===== config.mk =====
export PLATFORM = sky130hd
export DESIGN_NAME = text_to_integer_parser
export DESIGN_NICKNAME = d
export VERILOG_FILES = /design/src/sv/ttip_pkg.sv /design/src/sv/ttip_step.sv /design/src/sv/ttip_finish.sv /design/src/sv/text_to_integer_parser.sv
export SDC_FILE = /design/constraint.sdc
export NUM_CORES = 2
export LEC_CHECK = 0
export BUFFER_PORTS_ARGS = -buffer_cell sky130_fd_sc_hd__buf_2
export CAP_MARGIN = 25
export CORE_ASPECT_RATIO = 0.5
export CORE_UTILIZATION = 55
export DETAILED_ROUTE_END_ITERATION = 7
export PLACE_DENSITY = 0.75
export SLEW_MARGIN = 20
export SYNTH_ARGS = -nofsm -noshare
export SYNTH_HDL_FRONTEND = slang
export SYNTH_SLANG_ARGS = --single-unit
export TNS_END_PERCENT = 5

===== constraint.sdc =====
create_clock -name clk -period 13.67 [get_ports clk]
set_input_delay 2.734 -clock clk [delete_from_list [all_inputs] [get_ports clk]]
set_output_delay 2.734 -clock clk [all_outputs]
set_load 0.05 [all_outputs]

===== src/sv/ttip_pkg.sv =====
package ttip_pkg;

  localparam int MAX_LEN_DEF = 4096;
  localparam int OFS_W       = 13;
  localparam int REG_IDX_W   = 3;
  localparam int REG_DATA_W  = 7;

  localparam logic [REG_IDX_W-1:0] REG_BASE_SETTING  = 3'd0;
  localparam logic [REG_IDX_W-1:0] REG_RESULT_WIDTH  = 3'd1;
  localparam logic [REG_IDX_W-1:0] REG_SIGNED_RESULT = 3'd2;
  localparam logic [REG_IDX_W-1:0] REG_POW2_UNSIGNED = 3'd3;
  localparam logic [REG_IDX_W-1:0] REG_SUPPRESS_OVF  = 3'd4;
  localparam logic [REG_IDX_W-1:0] REG_PREFIX_RESCAN = 3'd5;

  localparam logic [1:0] WIDTH_8  = 2'd0;
  localparam logic [1:0] WIDTH_16 = 2'd1;
  localparam logic [1:0] WIDTH_32 = 2'd2;
  localparam logic [1:0] WIDTH_64 = 2'd3;

  localparam logic [7:0] NOT_DIGIT = 8'hFF;
  localparam logic [7:0] CH_0      = 8'h30;
  localparam logic [7:0] CH_9      = 8'h39;
  localparam logic [7:0] CH_LA     = 8'h61;
  localparam logic [7:0] CH_LZ     = 8'h7A;
  localparam logic [7:0] CH_UA     = 8'h41;
  localparam logic [7:0] CH_UZ     = 8'h5A;
  localparam logic [7:0] CH_AT     = 8'h40;
  localparam logic [7:0] CH_US     = 8'h5F;
  localparam logic [7:0] CH_HASH   = 8'h23;
  localparam logic [7:0] CH_PLUS   = 8'h2B;
  localparam logic [7:0] CH_MINUS  = 8'h2D;
  localparam logic [7:0] CH_LX     = 8'h78;
  localparam logic [7:0] CH_UX     = 8'h58;
  localparam logic [7:0] CH_LB     = 8'h62;
  localparam logic [7:0] CH_UB     = 8'h42;
  localparam logic [7:0] CH_SPACE  = 8'h20;
  localparam logic [7:0] CH_TAB    = 8'h09;
  localparam logic [7:0] CH_CR     = 8'h0D;

  typedef struct packed {
    logic [7:0] char_code;
    logic       last;
  } char_item_t;

  typedef struct packed {
    logic [63:0]      value;
    logic [OFS_W-1:0] stop_offset;
    logic             invalid;
    logic             bad_digit;
    logic             overflow;
    logic             negative;
    logic             consumed;
  } result_t;

  typedef struct packed {
    logic [6:0] base_setting;
    logic [1:0] result_width;
    logic       signed_result;
    logic       pow2_base_unsigned;
    logic       suppress_overflow;
    logic       prefix_rescan;
  } cfg_t;

  typedef enum logic [9:0] {
    PH_WS     = 10'b0000000001,
    PH_SIGN   = 10'b0000000010,
    PH_ZERO   = 10'b0000000100,
    PH_XSEEN  = 10'b0000001000,
    PH_PFX1   = 10'b0000010000,
    PH_PFX2   = 10'b0000100000,
    PH_HASH   = 10'b0001000000,
    PH_DIGITS = 10'b0010000000,
    PH_OVF    = 10'b0100000000,
    PH_DONE   = 10'b1000000000
  } phase_t;

  typedef struct packed {
    phase_t           phase;
    logic [63:0]      acc;
    logic [6:0]       base;
    logic             minus;
    logic             inval;
    logic             ebad;
    logic             over;
    logic [OFS_W-1:0] stop;
  } scan_t;

  function automatic logic is_ws(input logic [7:0] c);
    return (c == CH_SPACE) || (c >= CH_TAB && c <= CH_CR);
  endfunction

  function automatic logic [7:0] digit_of(input logic [7:0] c, input logic wide);
    logic [7:0] d;
    d = NOT_DIGIT;
    if (c >= CH_0 && c <= CH_9) begin
      d = c - CH_0;
    end else if (c >= CH_LA && c <= CH_LZ) begin
      d = c - CH_LA + 8'd10;
    end else if (c >= CH_UA && c <= CH_UZ) begin
      d = c - CH_UA + (wide ? 8'd36 : 8'd10);
    end else if (wide && c == CH_AT) begin
      d = 8'd62;
    end else if (wide && c == CH_US) begin
      d = 8'd63;
    end
    return d;
  endfunction

  function automatic logic is_pow2(input logic [6:0] b);
    return (b & (b - 7'd1)) == 7'd0;
  endfunction

endpackage


===== src/sv/ttip_step.sv =====
module ttip_step (
  input  ttip_pkg::scan_t             cur,
  input  logic [7:0]                  char_code,
  input  logic [ttip_pkg::OFS_W-1:0]  idx,
  input  logic                        rescan,
  output ttip_pkg::scan_t             nxt
);

  ttip_pkg::scan_t st;
  logic [6:0]  nb;
  logic [7:0]  d3;
  logic        hash_take;
  logic [7:0]  d;
  logic        dv;
  logic        dz;
  logic [70:0] mac;
  logic        is_hash;
  logic        is_dec;
  logic        is_sign;
  logic        is_x;
  logic        is_b;
  logic        zsw;
  logic [6:0]  zb;
  logic        hash_ok;

  always_comb begin
    nb        = cur.acc[6:0];
    d3        = ttip_pkg::digit_of(char_code, nb > 7'd36);
    hash_take = (cur.phase == ttip_pkg::PH_HASH) && ((d3 < {1'b0, nb}) || rescan);

    // accepted B# prefix: new base, restart scan or take this char as first digit
    st = cur;
    if (hash_take) begin
      st.base  = nb;
      st.acc   = '0;
      st.ebad  = 1'b0;
      st.stop  = '0;
      st.phase = rescan ? ttip_pkg::PH_WS : ttip_pkg::PH_DIGITS;
    end

    d   = ttip_pkg::digit_of(char_code, st.base > 7'd36);
    dv  = d < {1'b0, st.base};
    zb  = (st.base == 7'd0) ? 7'd8 : st.base;
    dz  = d < {1'b0, zb};
    mac = 71'(st.acc) * 71'(st.base) + 71'(d);

    is_hash = char_code == ttip_pkg::CH_HASH;
    is_dec  = char_code >= ttip_pkg::CH_0 && char_code <= ttip_pkg::CH_9;
    is_sign = char_code == ttip_pkg::CH_PLUS || char_code == ttip_pkg::CH_MINUS;
    is_x    = char_code == ttip_pkg::CH_LX || char_code == ttip_pkg::CH_UX;
    is_b    = char_code == ttip_pkg::CH_LB || char_code == ttip_pkg::CH_UB;
    zsw     = (is_x && (st.base == 7'd0 || st.base == 7'd16)) ||
              (is_b && (st.base == 7'd0 || st.base == 7'd2));
    hash_ok = is_hash && ((st.phase == ttip_pkg::PH_PFX1) ? (st.acc[6:0] >= 7'd2)
                                                          : (st.acc[6:0] <= 7'd64));

    nxt = st;
    case (st.phase)
      ttip_pkg::PH_WS, ttip_pkg::PH_SIGN: begin
        if (st.phase == ttip_pkg::PH_WS && ttip_pkg::is_ws(char_code)) begin
          nxt.phase = ttip_pkg::PH_WS;
        end else if (st.phase == ttip_pkg::PH_WS && is_sign) begin
          nxt.minus = st.minus | (char_code == ttip_pkg::CH_MINUS);
          nxt.phase = ttip_pkg::PH_SIGN;
        end else if (char_code == ttip_pkg::CH_0) begin
          nxt.phase = ttip_pkg::PH_ZERO;
        end else if (st.base == 7'd0) begin
          nxt.base = 7'd10;
          if (is_dec) begin
            nxt.acc   = 64'(d);
            nxt.phase = ttip_pkg::PH_PFX1;
          end else begin
            nxt.inval = 1'b1;
            nxt.stop  = idx;
            nxt.phase = ttip_pkg::PH_DONE;
          end
        end else if (dv) begin
          nxt.acc   = 64'(d);
          nxt.phase = ttip_pkg::PH_DIGITS;
        end else begin
          nxt.inval = 1'b1;
          nxt.stop  = idx;
          nxt.phase = ttip_pkg::PH_DONE;
        end
      end
      ttip_pkg::PH_ZERO: begin
        if (zsw) begin
          nxt.base  = is_x ? 7'd16 : 7'd2;
          nxt.acc   = '0;
          nxt.stop  = idx;
          nxt.ebad  = 1'b1;
          nxt.phase = ttip_pkg::PH_XSEEN;
        end else begin
          nxt.base = zb;
          if (dz) begin
            nxt.acc   = 64'(d);
            nxt.phase = ttip_pkg::PH_DIGITS;
          end else begin
            nxt.stop  = idx;
            nxt.ebad  = !ttip_pkg::is_ws(char_code);
            nxt.phase = ttip_pkg::PH_DONE;
          end
        end
      end
      ttip_pkg::PH_XSEEN: begin
        if (dv) begin
          nxt.acc   = 64'(d);
          nxt.ebad  = 1'b0;
          nxt.phase = ttip_pkg::PH_DIGITS;
        end else begin
          nxt.phase = ttip_pkg::PH_DONE;
        end
      end
      ttip_pkg::PH_PFX1, ttip_pkg::PH_PFX2, ttip_pkg::PH_DIGITS: begin
        if (st.phase != ttip_pkg::PH_DIGITS && hash_ok) begin
          nxt.stop  = idx;
          nxt.ebad  = 1'b1;
          nxt.phase = ttip_pkg::PH_HASH;
        end else if (dv) begin
          if (|mac[70:64]) begin
            nxt.phase = ttip_pkg::PH_OVF;
          end else begin
            nxt.acc   = mac[63:0];
            nxt.phase = (st.phase == ttip_pkg::PH_PFX1) ? ttip_pkg::PH_PFX2
                                                        : ttip_pkg::PH_DIGITS;
          end
        end else begin
          nxt.stop  = idx;
          nxt.ebad  = !ttip_pkg::is_ws(char_code);
          nxt.phase = ttip_pkg::PH_DONE;
        end
      end
      ttip_pkg::PH_HASH: begin
        // prefix rejected: stop at the '#' as decimal
        nxt.phase = ttip_pkg::PH_DONE;
      end
      ttip_pkg::PH_OVF: begin
        if (!dv) begin
          nxt.over  = 1'b1;
          nxt.stop  = idx;
          nxt.phase = ttip_pkg::PH_DONE;
        end
      end
      ttip_pkg::PH_DONE: begin
        nxt.phase = ttip_pkg::PH_DONE;
      end
      default: begin
        nxt = st;
      end
    endcase
  end

endmodule


===== src/sv/ttip_finish.sv =====
module ttip_finish (
  input  ttip_pkg::scan_t             snap,
  input  logic [ttip_pkg::OFS_W-1:0]  len,
  input  ttip_pkg::cfg_t              cfg,
  output ttip_pkg::result_t           res_out
);

  logic                       inval;
  logic                       ebad;
  logic                       over;
  logic                       minus;
  logic [6:0]                 base;
  logic [63:0]                res;
  logic [ttip_pkg::OFS_W-1:0] p;
  logic                       cons;
  logic [63:0]                wm;
  logic [63:0]                um;
  logic                       bad_base;

  always_comb begin
    inval = 1'b0;
    ebad  = 1'b0;
    over  = 1'b0;
    minus = snap.minus;
    base  = snap.base;
    res   = snap.acc;
    p     = snap.stop;
    cons  = 1'b0;

    case (snap.phase)
      ttip_pkg::PH_WS, ttip_pkg::PH_SIGN: begin
        inval = 1'b1;
        p     = len;
        cons  = 1'b1;
      end
      ttip_pkg::PH_ZERO, ttip_pkg::PH_PFX1, ttip_pkg::PH_PFX2, ttip_pkg::PH_DIGITS: begin
        p    = len;
        cons = 1'b1;
      end
      ttip_pkg::PH_OVF: begin
        over = 1'b1;
        p    = len;
        cons = 1'b1;
      end
      ttip_pkg::PH_HASH: begin
        if (cfg.prefix_rescan) begin
          inval = 1'b1;
          base  = snap.acc[6:0];
          p     = len;
          cons  = 1'b1;
        end else begin
          ebad = snap.ebad;
        end
      end
      default: begin
        inval = snap.inval;
        ebad  = snap.ebad;
        over  = snap.over;
      end
    endcase

    bad_base = cfg.base_setting == 7'd1 || cfg.base_setting > 7'd64;
    if (bad_base) begin
      inval = 1'b1;
      ebad  = 1'b0;
      over  = 1'b0;
      minus = 1'b0;
      base  = cfg.base_setting;
      p     = '0;
      cons  = len == '0;
    end

    if (inval || over) begin
      if (cfg.signed_result) begin
        res = minus ? {1'b1, 63'd0} : {1'b0, {63{1'b1}}};
      end else begin
        res   = '1;
        minus = 1'b0;
      end
    end

    case (cfg.result_width)
      ttip_pkg::WIDTH_8:  wm = 64'h0000_0000_0000_00FF;
      ttip_pkg::WIDTH_16: wm = 64'h0000_0000_0000_FFFF;
      ttip_pkg::WIDTH_32: wm = 64'h0000_0000_FFFF_FFFF;
      default:            wm = '1;
    endcase
    um = wm;
    if (cfg.signed_result && (!cfg.pow2_base_unsigned || !ttip_pkg::is_pow2(base))) begin
      um = wm >> 1;
    end

    if (|(res & ~um)) begin
      if (cfg.signed_result && minus) begin
        if ({1'b0, res} > ({1'b0, um} + 65'd1)) begin
          res  = (um << 1) & ~um;
          over = 1'b1;
        end else begin
          res = 64'd0 - res;
        end
      end else begin
        res  = um;
        over = 1'b1;
      end
    end else if (minus) begin
      res = 64'd0 - res;
    end

    if (cfg.suppress_overflow) begin
      over = 1'b0;
    end

    res_out.value       = res & wm;
    res_out.stop_offset = p;
    res_out.invalid     = inval;
    res_out.bad_digit   = ebad;
    res_out.overflow    = over;
    res_out.negative    = minus;
    res_out.consumed    = cons;
  end

endmodule


===== src/sv/text_to_integer_parser.sv =====
// Integer parser for text streams. One character enters per transaction and
// a new one is taken every cycle unless char_stall holds it; a string ends
// on a zero byte or a character marked last. Its scan state is snapshotted,
// then clamped, signed and registered as the result. Each digit costs one
// 64-bit by 7-bit multiply-add in the scan stage. Configuration writes must
// come between strings, with no result pending; the block does not enforce
// this. Characters past MAX_LEN are dropped and the string is parsed as if
// it ended there; stop_offset is the low 13 bits of the stop position.
module text_to_integer_parser #(
  parameter int MAX_LEN = ttip_pkg::MAX_LEN_DEF
) (
  input  logic                           clk,
  input  logic                           rst,
  input  logic                           char_valid,
  output logic                           char_stall,
  input  ttip_pkg::char_item_t           char_data,
  output logic                           result_valid,
  input  logic                           result_stall,
  output ttip_pkg::result_t              result_data,
  input  logic                           wr_en,
  input  logic [ttip_pkg::REG_IDX_W-1:0] wr_index,
  input  logic [ttip_pkg::REG_DATA_W-1:0] wr_data
);

  localparam int PW = $clog2(MAX_LEN + 1);

  ttip_pkg::cfg_t             cfg;
  logic [PW-1:0]              pos;
  ttip_pkg::scan_t            state;
  ttip_pkg::scan_t            init;
  ttip_pkg::scan_t            cur;
  ttip_pkg::scan_t            stepped;
  ttip_pkg::scan_t            state_next;
  ttip_pkg::scan_t            snap;
  logic [ttip_pkg::OFS_W-1:0] snap_len;
  logic                       snap_valid;
  logic                       snap_move;
  logic                       accept;
  logic                       store;
  logic                       end_str;
  logic [PW-1:0]              pos_next;
  ttip_pkg::result_t          fin;

  always_comb begin
    init       = '0;
    init.phase = ttip_pkg::PH_WS;
    init.base  = cfg.base_setting;
    cur        = (pos == '0) ? init : state;
  end

  ttip_step u_step (
    .cur       (cur),
    .char_code (char_data.char_code),
    .idx       (ttip_pkg::OFS_W'(pos)),
    .rescan    (cfg.prefix_rescan),
    .nxt       (stepped)
  );

  assign snap_move  = snap_valid && (!result_valid || !result_stall);
  assign char_stall = snap_valid && result_valid && result_stall;
  assign accept     = char_valid && !char_stall;
  assign store      = (char_data.char_code != 8'd0) && (pos < PW'(MAX_LEN));
  assign end_str    = (char_data.char_code == 8'd0) || char_data.last;
  assign state_next = store ? stepped : cur;
  assign pos_next   = pos + PW'(store);

  ttip_finish u_finish (
    .snap    (snap),
    .len     (snap_len),
    .cfg     (cfg),
    .res_out (fin)
  );

  always_ff @(posedge clk) begin
    if (rst) begin
      cfg.base_setting       <= 7'd0;
      cfg.result_width       <= ttip_pkg::WIDTH_64;
      cfg.signed_result      <= 1'b0;
      cfg.pow2_base_unsigned <= 1'b0;
      cfg.suppress_overflow  <= 1'b0;
      cfg.prefix_rescan      <= 1'b0;
    end else if (wr_en) begin
      case (wr_index)
        ttip_pkg::REG_BASE_SETTING:  cfg.base_setting       <= wr_data[6:0];
        ttip_pkg::REG_RESULT_WIDTH:  cfg.result_width       <= wr_data[1:0];
        ttip_pkg::REG_SIGNED_RESULT: cfg.signed_result      <= wr_data[0];
        ttip_pkg::REG_POW2_UNSIGNED: cfg.pow2_base_unsigned <= wr_data[0];
        ttip_pkg::REG_SUPPRESS_OVF:  cfg.suppress_overflow  <= wr_data[0];
        ttip_pkg::REG_PREFIX_RESCAN: cfg.prefix_rescan      <= wr_data[0];
        default: ;
      endcase
    end
  end

  always_ff @(posedge clk) begin
    if (rst) begin
      pos          <= '0;
      snap_valid   <= 1'b0;
      result_valid <= 1'b0;
    end else begin
      if (accept) begin
        pos <= end_str ? '0 : pos_next;
      end
      if (accept && end_str) begin
        snap_valid <= 1'b1;
      end else if (snap_move) begin
        snap_valid <= 1'b0;
      end
      if (snap_move) begin
        result_valid <= 1'b1;
      end else if (!result_stall) begin
        result_valid <= 1'b0;
      end
    end
  end

  always_ff @(posedge clk) begin
    if (accept) begin
      state <= state_next;
    end
    if (accept && end_str) begin
      snap     <= state_next;
      snap_len <= ttip_pkg::OFS_W'(pos_next);
    end
    if (snap_move) begin
      result_data <= fin;
    end
  end

endmodule


==> results.toml <==
[cts]
cts_tree = "built"
h-tree-depth = 1
clk_root_buffer_cell = "clkbuf_16"
cts_hold_buf = 0
cts_setup_buffers = 0
clk_latency_ns = 0.63
path_clk_slew_ns = 0.07
clockBufferDepth = 3
clock_sinks = 319
numCtsBuffers = 30

[yosys]
async_reset_ff_frac = 0
ys.flop_type = "edfxtp_1"
yosys_warnings = 0
ys_seq_area_frac = 0.264
yosysUniqueCellTypes = 103
synth_seq_cells = 319
syn_area_um2 = 35200
synth_area_leaders = "edfxtp_1 (25%), fa_1 (18%), ha_1 (8.4%)"
netlist.area_leader.share = 0.248
syn_inst = 3998
synth.avg_cell_area_um2 = 8.80
yosysTopAreaCell = "edfxtp_1"
synth-edff-count = 291

[hold_path]
min_to = "pos[7]"
hold_depth = 2
worstHoldStart = "pos[7]"
hold_class = "flip-flop to flip-flop"

[die]
die-area_um2 = 65000
row_count = 65
die_h_um = 181
num_io_pins = 108
core_um2 = 63100
start_util = 0.557
dieWidth_um = 360

[sta]
fin_crit_ns = 13.09
setup_viol = 0
rsz0062_at_grt = "no"
finalHoldViolations = 0
slew_headroom = 0.238
max_freq_ghz = 0.0764
setup_tns_ns = 0
skew_ns = 0.0350
tightest_slew_ns = 1.13
hold_ws_ns = 0.488
drv_slew = 0
fin_crit_sh = 0.958

[drt]
drc = 0
vias = 32312
wl_per_cell_um = 24.3
routed_wl_um = 120000
drt_iter0_markers = 4205
ant_nets = 0
vias_per_cell = 6.55
dr.pass1.iters = 6

[global_routing]
grt_antenna_before_repair = 2
grt_start_max_net_pins = 100
grt_overflow = 0
grt_pass1_vias = 31143
grt_pass1_wl_um = 184000
track_usage = 0.366

[power_and_ir_drop]
power_leakage_nw = 16.0
vdd_drop_max_mv = 0.0899
power.density_nw_per_um2 = 71.0

[placed_design]
globalplace.congestion = 0.997
dpl_cell_area_um2 = 37200
post-dp-hpwl_um = 93300
port_buffers = 107

[status]
outcome = "finished, final reports clean"

[critical_path]
r2r_cells = 46
max_stage_delay_ns = 0.57
critical_path_required_ns = 14.08
crit_slowest_cell = "o21ai_0"
critical_path_arrival_ns = 13.51
r2r-end = "snap[38]"
path_delay_family = "compound AO/OA/AOI/OAI gates"
r2r_start = "pos[2]"
path_buf_inv = 11
crit_type = "primary input to flip-flop"
cp_common_cell = "buf_4"
end_kind = "flip-flop"
worst_setup_path_start_kind = "primary input"
ff2ff_setup_slack_ns = 1.41
crit_fanout = 32

[final_layout]
drive_gt1_frac = 0.0862
syn2layout_area_growth_pct = 8.92
stdcell_area_um2 = 38300
fin_nets = 4650

[job]
drv_cap = 0
cell type report:
type,instances,area [um^2]
Timing Repair Buffer,231,1620
Antenna cell,1,2.50
Inverter,242,911
Clock inverter,19,211
Multi-Input combinational cell,3247,24400
Sequential cell,319,9300
Fill cell,5416,24800
Tap cell,837,1050
Clock buffer,37,807
worst min-delay path, delay by kind of cell (launching register included):
family          cells  cell delay, ns
compound gates      1            0.05
simple gates        1            0.06
flops               1            0.33
sequential cells by signal, summed over array words and instances, names as in the netlist:
register,flops
snap,98
state,98
result_data,82
cfg,13
pos,13
snap_len,13
result_valid,1
snap_valid,1
metal layers:
| metal | track usage | vias up | wire length (um) |
|---|---|---|---|
| met5 | 0.0363 | - | 334 |
| met4 | 0.106 | 6 | 3820 |
| met3 | 0.111 | 297 | 16200 |
| met2 | 0.541 | 2046 | 51200 |
| met1 | 0.513 | 15658 | 48400 |
| li1 | - | 14305 | - |
report_power, final:
part           leakage [nW]  switching, mW  internal (mW)
sequential             3.03         0.0594           1.12
clock                 0.501          0.414          0.483
combinational          12.5          0.441          0.201
Yosys cell counts (all sizes together), types with 28 or more instances:
cell and count:
fa 319, nor2 610, o22ai 69, dfxtp 28
a31oi 30, mux2i 51, and3 29, edfxtp 291
nand3 241, clkbuf 197, ha 236, xor2 48
or3 32, nand4 44, xnor2 113, a21o 49
a211oi 41, nor3 100, inv 242, buf 36
nand2 317, a21oi 265, o21ai 205
metrics by stage:
step	setup slack [ns]	util	instances	total power, mW
6_report	0.579	0.607	4933	2.72
3_3_place_gp	-0.176	0.589	4870	1.81
3_5_place_dp	-0.327	0.589	4871	1.82
4_1_cts	0.251	0.606	4927	2.70
2_1_floorplan	0.0249	-	4041	1.59
5_1_grt	0.00544	0.607	4932	2.80
placed cells by master (no fill, tap or decap), types with 49 or more instances in the layout:
cell / n
nor2_1: 602
fa_1: 319
nand2_1: 316
edfxtp_1: 291
a21oi_1: 264
nand3_1: 241
inv_1: 240
ha_1: 236
o21ai_0: 195
xnor2_1: 113
buf_2: 109
buf_4: 108
nor3_1: 95
o22ai_1: 69
mux2i_1: 51
a21o_1: 49
cells by family (layout without fill, tap and decap cells):
kind of cell / after synthesis / after routing / synth area share
xor+xnor: 161 / 161 / 0.0401
other cells: 1 / 45 / 0.000107
fa+ha+maj: 556 / 556 / 0.266
compound gates: 890 / 890 / 0.160
simple gates: 1533 / 1533 / 0.199
buf+inv: 475 / 529 / 0.0516
flops: 319 / 319 / 0.264
mux: 63 / 63 / 0.0184
timing repair:
action	CTS	global route
setup endpoints to repair	0	132
resized for setup	0	6
hold endpoints to repair	0	0
how the worst max path moves through the flow:
stage | from | to | slack (ns) | depth (start not counted)
finish | char_data[2] | snap[38] | 0.58 | 43
global route | char_data[1] | snap[50] | 0.005 | 50
CTS | char_data[2] | snap[50] | 0.25 | 49
detailed placement | char_data[2] | snap[50] | -0.33 | 49
global placement | char_data[1] | snap[87] | -0.18 | 50
floorplan | char_data[2] | snap[24] | 0.02 | 53
(Power assumes the default switching activity.)
